===== config.mk =====
export PLATFORM = sky130hd
export DESIGN_NAME = ordered_list_with_key_delete
export DESIGN_NICKNAME = d
export VERILOG_FILES = /design/src/sv/olkd_pkg.sv /design/src/sv/olkd_cell.sv /design/src/sv/ordered_list_with_key_delete.sv
export SDC_FILE = /design/constraint.sdc
export NUM_CORES = 1
export LEC_CHECK = 0
export CAP_MARGIN = 20
export CORE_ASPECT_RATIO = 1.2
export CORE_MARGIN = 2
export CORE_UTILIZATION = 70
export DETAILED_ROUTE_END_ITERATION = 16
export DONT_BUFFER_PORTS = 1
export PLACE_DENSITY = 0.84
export SLEW_MARGIN = 10
export SYNTH_ARGS = -nofsm -noshare
export SYNTH_HDL_FRONTEND = slang
export SYNTH_HIERARCHICAL = 1
export SYNTH_SLANG_ARGS = --single-unit

===== constraint.sdc =====
create_clock -name clk -period 10.2 [get_ports clk]
set_input_delay 2.04 -clock clk [delete_from_list [all_inputs] [get_ports clk]]
set_output_delay 2.04 -clock clk [all_outputs]
set_load 0.01 [all_outputs]

===== src/sv/olkd_pkg.sv =====
package olkd_pkg;

    localparam int VALUE_W     = 32;
    localparam int COUNT_OUT_W = 5;

    typedef logic signed [VALUE_W-1:0] value_t;

    typedef enum logic [1:0] {
        CMD_APPEND       = 2'd0,
        CMD_REMOVE_HEAD  = 2'd1,
        CMD_REMOVE_MATCH = 2'd2,
        CMD_REMOVE_TAIL  = 2'd3
    } cmd_t;

    typedef enum logic [1:0] {
        ST_DONE      = 2'd0,
        ST_EMPTY     = 2'd1,
        ST_NOT_FOUND = 2'd2,
        ST_FULL      = 2'd3
    } status_t;

    // Control broadcast from the sequencer to every cell.
    typedef struct packed {
        logic cmp_en;   // register per-cell hit flags
        logic exec_en;  // apply load / shift
        cmd_t cmd;
    } cell_ctl_t;

endpackage


===== src/sv/olkd_cell.sv =====
module olkd_cell #(
    parameter int IDX = 0,
    parameter int CW  = 5
) (
    input  logic                clk,
    input  logic                rst_n,
    input  olkd_pkg::cell_ctl_t ctl,
    input  olkd_pkg::value_t    key,
    input  logic [CW-1:0]       count,
    input  olkd_pkg::value_t    next_value,
    input  logic                found_in,
    input  olkd_pkg::value_t    take_in,
    output olkd_pkg::value_t    value_out,
    output logic                found_out,
    output olkd_pkg::value_t    take_out
);
    import olkd_pkg::*;

    value_t value_reg;
    logic   hit_reg;
    logic   hit_next;
    logic   occupied;
    logic   is_tail;
    logic   first;

    assign occupied = (count > CW'(IDX));
    assign is_tail  = (count == CW'(IDX + 1));

    always_comb
    begin
        case (ctl.cmd)
            CMD_REMOVE_HEAD:  hit_next = (IDX == 0) && occupied;
            CMD_REMOVE_MATCH: hit_next = occupied && (value_reg == key);
            CMD_REMOVE_TAIL:  hit_next = is_tail;
            default:          hit_next = 1'b0;
        endcase
    end

    // Prefix chain: cells at and behind the first hit shift toward the head.
    assign found_out = found_in | hit_reg;
    assign first     = hit_reg & ~found_in;
    assign take_out  = take_in | (first ? value_reg : '0);
    assign value_out = value_reg;

    always_ff @(posedge clk or negedge rst_n)
    begin
        if (!rst_n)
        begin
            hit_reg <= 1'b0;
        end
        else if (ctl.cmp_en)
        begin
            hit_reg <= hit_next;
        end
    end

    always_ff @(posedge clk)
    begin
        if (ctl.exec_en)
        begin
            if (ctl.cmd == CMD_APPEND)
            begin
                if (count == CW'(IDX))
                begin
                    value_reg <= key;
                end
            end
            else if (found_out)
            begin
                value_reg <= next_value;
            end
        end
    end

endmodule


===== src/sv/ordered_list_with_key_delete.sv =====
// Flow: an input is captured in S_IDLE, the cells register their hit flags in
// S_CMP, and the prefix-and-shift step across the cell row commits in S_EXEC,
// which waits while a previous result waits on out_ready; the result is registered.
// A new item is accepted only in S_IDLE, after the previous item has committed.
// Reset: rst_n is asynchronous, active low; it empties the list (count zero).
// Entry contents are not cleared; slots beyond the count are never reported.
module ordered_list_with_key_delete #(
    parameter int CAPACITY = 16
) (
    input  logic                       clk,
    input  logic                       rst_n,
    input  logic                       in_valid,
    output logic                       in_ready,
    input  logic [1:0]                 command,
    input  olkd_pkg::value_t           value,
    output logic                       out_valid,
    input  logic                       out_ready,
    output logic [1:0]                 status,
    output olkd_pkg::value_t           removed_value,
    output logic [olkd_pkg::COUNT_OUT_W-1:0] entry_count
);
    import olkd_pkg::*;

    localparam int CW = $clog2(CAPACITY + 1);

    typedef enum logic [1:0] {
        S_IDLE,
        S_CMP,
        S_EXEC
    } state_t;

    state_t    state_reg, state_next;
    cmd_t      cmd_reg, cmd_next;
    value_t    key_reg, key_next;
    logic [CW-1:0] count_reg, count_next;
    logic      out_valid_reg, out_valid_next;
    status_t   status_reg, status_next;
    value_t    removed_reg, removed_next;
    logic [COUNT_OUT_W-1:0] entry_count_reg, entry_count_next;

    cell_ctl_t ctl;
    logic      exec_go;
    logic      found_any;
    value_t    taken;

    // Neighbor links along the row; index CAPACITY is the open end.
    logic   found_chain [0:CAPACITY];
    value_t take_chain  [0:CAPACITY];
    value_t cell_value  [0:CAPACITY];

    assign found_chain[0] = 1'b0;
    assign take_chain[0]  = '0;
    assign cell_value[CAPACITY] = '0;

    // Result slot must be free (or draining now) before the shift commits.
    assign exec_go = (state_reg == S_EXEC) && (!out_valid_reg || out_ready);

    assign ctl.cmp_en  = (state_reg == S_CMP);
    assign ctl.exec_en = exec_go;
    assign ctl.cmd     = cmd_reg;

    genvar g;
    generate
        for (g = 0; g < CAPACITY; g++)
        begin : g_cell
            olkd_cell #(
                .IDX (g),
                .CW  (CW)
            ) u_cell (
                .clk        (clk),
                .rst_n      (rst_n),
                .ctl        (ctl),
                .key        (key_reg),
                .count      (count_reg),
                .next_value (cell_value[g+1]),
                .found_in   (found_chain[g]),
                .take_in    (take_chain[g]),
                .value_out  (cell_value[g]),
                .found_out  (found_chain[g+1]),
                .take_out   (take_chain[g+1])
            );
        end
    endgenerate

    assign found_any = found_chain[CAPACITY];
    assign taken     = take_chain[CAPACITY];

    always_comb
    begin
        state_next       = state_reg;
        cmd_next         = cmd_reg;
        key_next         = key_reg;
        count_next       = count_reg;
        out_valid_next   = out_valid_reg;
        status_next      = status_reg;
        removed_next     = removed_reg;
        entry_count_next = entry_count_reg;

        if (out_valid_reg && out_ready)
        begin
            out_valid_next = 1'b0;
        end

        case (state_reg)
            S_IDLE:
            begin
                if (in_valid)
                begin
                    cmd_next   = cmd_t'(command);
                    key_next   = value;
                    state_next = S_CMP;
                end
            end
            S_CMP:
            begin
                state_next = S_EXEC;
            end
            S_EXEC:
            begin
                if (exec_go)
                begin
                    removed_next = '0;
                    if (cmd_reg == CMD_APPEND)
                    begin
                        if (count_reg == CW'(CAPACITY))
                        begin
                            status_next = ST_FULL;
                        end
                        else
                        begin
                            status_next = ST_DONE;
                            count_next  = count_reg + CW'(1);
                        end
                    end
                    else if (count_reg == '0)
                    begin
                        status_next = ST_EMPTY;
                    end
                    else if (found_any)
                    begin
                        status_next  = ST_DONE;
                        removed_next = taken;
                        count_next   = count_reg - CW'(1);
                    end
                    else
                    begin
                        status_next = ST_NOT_FOUND;
                    end
                    entry_count_next = COUNT_OUT_W'(count_next);
                    out_valid_next   = 1'b1;
                    state_next       = S_IDLE;
                end
            end
            default:
            begin
                state_next = S_IDLE;
            end
        endcase
    end

    always_ff @(posedge clk or negedge rst_n)
    begin
        if (!rst_n)
        begin
            state_reg       <= S_IDLE;
            cmd_reg         <= CMD_APPEND;
            key_reg         <= '0;
            count_reg       <= '0;
            out_valid_reg   <= 1'b0;
            status_reg      <= ST_DONE;
            removed_reg     <= '0;
            entry_count_reg <= '0;
        end
        else
        begin
            state_reg       <= state_next;
            cmd_reg         <= cmd_next;
            key_reg         <= key_next;
            count_reg       <= count_next;
            out_valid_reg   <= out_valid_next;
            status_reg      <= status_next;
            removed_reg     <= removed_next;
            entry_count_reg <= entry_count_next;
        end
    end

    assign in_ready      = (state_reg == S_IDLE);
    assign out_valid     = out_valid_reg;
    assign status        = status_reg;
    assign removed_value = removed_reg;
    assign entry_count   = entry_count_reg;

endmodule

==> metrics.md <==
| Metric | Value |
|---|---|
| Final antenna-violating net count | `0` |
| DIE HEIGHT | `253 um` |
| Switching power total | `0.00502 W` |
| Flop pwr share | `38.5%` |
| Power, Total | `0.0124 W` |
| Startpoint types | `flop` |
| Fmax | `147 MHz` |
| DR vias/cell | `7.19` |
| Synthesized area per cell | `13.0 um2` |
| Fraction of layout cells with a size suffix above 1 | `29.1%` |
| Via count | `25606` |
| Final setup fails | `0` |
| Switch share | `40.6%` |
| Drt total wl | `116000 um` |
| Gate power share | `42.9%` |
| Initial Utilization | `70.5%` |
| Hold/Removal Path Class | `flop to flop` |
| Clk sink count | `604` |
| Synth warnings | `6` |
| Hold buffers post-CTS | `0` |
| Post-CTS sizing | `0` |
| CTS tree | `yes` |
| Top-Level Pins | `79` |
| First-pass GRT wire length | `168000 um` |
| Top post-synthesis cells by count | `517 x mux2_2, 512 x a21o_1, 512 x edfxtp_1` |
| Crit path time final | `6780 ps` |
| Total global routing track utilization | `43.4%` |
| Post-synth ARST share | `15.2%` |
| Yosys cell types | `75` |
| Syn Std Cell Area | `36100 um2` |
| Core area | `51200 um2` |
| Full die area | `53500 um2` |
| Top-count cell post-synth | `mux2_2` |
| DRC | `0` |
| Final nets | `2903` |
| Share of the synthesized area in the top cell type | `42.5%` |
| Max_slew headroom | `31.4%` |
| Routability cong. | `1.00` |
| # rows | `91` |
| MaxCap Viol Count | `0` |
| Vias in the first global route | `26075` |
| Synthesized flop and latch total | `604` |
| Pint | `0.00734 W` |
| Max VDD drop | `0.201 mV` |
| Setup CP Type | `flop to flop` |
| Final Hold Fails | `0` |
| Clock group share of total power | `18.6%` |
| Crit Path Max Fanout | `3` |
| Area contributors post-synth | `edfxtp_1 43%, mux2_2 16%, a21o_1 11%, xnor2_1 6.4%, dfrtp_1 6.4%` |
| TritonCTS Buffers | `60` |
| Worst EP required | `10740 ps` |
| CP arrival | `7320 ps` |
| HPWL Detailed | `81000 um` |
| Number of synthesized flops with an enable pin | `512` |
| DR WL/cell | `32.6 um` |
| Post-synthesis sequential area ratio | `48.9%` |
| Area Growth Syn to Fin | `9.24%` |
| Max FFs per register | `512` |
| Initial antenna violation count | `3` |
| Ant diodes | `0` |
| Width of the die | `211 um` |
| CP Capture Type | `flop` |
| Clock Tree Buf Depth | `3` |
| Remaining Overflow, GRT | `0` |
| Post-route clock period utilization | `66.5%` |
| H-tree depth | `2` |
| RSZ-0062 raised after global routing | `no` |
| Fin Setup TNS | `0 ps` |
| Status | `finished clean` |
| Post-CTS setup buffers | `0` |
| Most used DFF post-synth | `edfxtp_1` |
| Clock-pin slew on the worst setup and hold paths | `70 ps` |
| Clock Tree Root | `clkbuf_16` |
| Slew @ Worst Pin | `1030 ps` |
| Clk_lat worst skew | `650 ps` |
| DR pass1 iterations | `7` |
| Lkg Pwr | `15.4 nW` |
| Slew Viols, Final | `0` |
| PD cells | `313 nW/um2` |
| Port-buffer cells | `0` |
| Fin Clk Skew | `20.2 ps` |
| Synthesized instance count | `2770` |
| Largest net degree at the start of global routing | `93` |
| Initial DRC count | `3258` |
| Yosys top cell by area | `edfxtp_1` |
power by group through the flow:
stage / combinational, W / sequential, W / clock, W
finish: 0.00531 / 0.00475 / 0.00229
global route: 0.00551 / 0.00478 / 0.00237
CTS: 0.00512 / 0.00470 / 0.00229
detailed placement: 0.00506 / 0.00474 / 0
global placement: 0.00489 / 0.00472 / 0
floorplan: 0.00344 / 0.00458 / 0
logic make-up (layout without fill, tap and decap cells):
kind of cell             count (synthesis)  in the layout  share of synthesized area, %
AO/OA/AOI/OAI                          629            629                          13.2
flip-flops                             604            604                          48.9
multiplexers                           551            551                          17.5
XOR/XNOR                               517            517                          12.5
AND/OR/NAND/NOR                        338            338                          5.86
buffers and inverters                  128            204                          1.91
adder cells (fa/ha/maj)                  2              2                        0.0692
other                                    1             66                        0.0104
per-stage QoR:
| step | utilization (%) | cells | hold slack (ps) | instance area, um2 | setup slack [ps] |
|---|---|---|---|---|---|
| final | 77.1 | 3562 | 524 | 39500 | 3420 |
| after floorplan | - | 2835 | 463 | 36400 | 3670 |
| after detailed placement | 72.9 | 3446 | 517 | 37300 | 3320 |
| after global routing | 77.1 | 3562 | 545 | 39500 | 3280 |
| after global placement | 72.7 | 3441 | 499 | 37200 | 3440 |
| after CTS | 76.8 | 3556 | 531 | 39400 | 3310 |
area by class of cell:
class                           instances  area [um2]
Fill cell                            3150       11800
Clock inverter                         28         280
Multi-Input combinational cell       2103       18100
Tap cell                              651         815
Inverter                               10        37.5
Timing Repair Buffer                   84         768
Clock buffer                           82        1730
Sequential cell                       604       17700
final timing paths:
kind / endpoint / start / cells after the start / slack (ps)
max: entry_count[3] / g_cell[0].u_cell/hit_reg / 19 / 3420
min: key_reg[12] / key_reg[12] / 1 / 520
max reg2reg: entry_count[3] / g_cell[0].u_cell/hit_reg / 19 / 3420
min reg2reg: key_reg[12] / key_reg[12] / 1 / 520
max in group asynchronous: key_reg[17] / rst_n / 0 / 8800
min in group asynchronous: g_cell[11].u_cell/hit_reg / rst_n / 0 / 1110
cell usage in the layout, fill, tap and decap left out, types with 9 or more instances in the layout:
master / instances
xnor2_1: 265
edfxtp_1: 512
o21ai_0: 18
inv_1: 10
nand4_1: 81
mux2_4: 32
clkbuf_16: 63
buf_4: 73
dfrtp_2: 33
clkbuf_1: 11
nor2_1: 9
or2_2: 16
nand3_1: 28
nand2_1: 32
nor3_1: 14
clkinv_2: 14
xor2_1: 252
a21o_1: 512
nor2_2: 17
a22o_1: 32
dfrtp_1: 59
mux2_2: 517
nor4_1: 68
conb_1: 66
per-layer routing:
| metal | up-vias | GRT usage, % | routed length (um) |
|---|---|---|---|
| met5 | - | 0 | 13 |
| met4 | 2 | 39.0 | 12800 |
| met3 | 671 | 8.82 | 11000 |
| met2 | 1814 | 69.9 | 54100 |
| met1 | 12481 | 48.9 | 38200 |
| li1 | 10638 | - | - |
worst max-delay path: stages (launching register included):
cell and delay [ps]:
dfrtp_1 380, or2_2 310, or2_2 330, or2_2 360, or2_2 350, or2_2 340, or2_2 330, or2_1 270
or2_2 340, or2_2 350, or2_2 350, or2_2 350, or2_2 340, or2_2 350, or2_2 360, or2_2 350
or2_2 360, nor2_1 400, nor3_2 120, mux2_2 330
(Power assumes the default switching activity.)
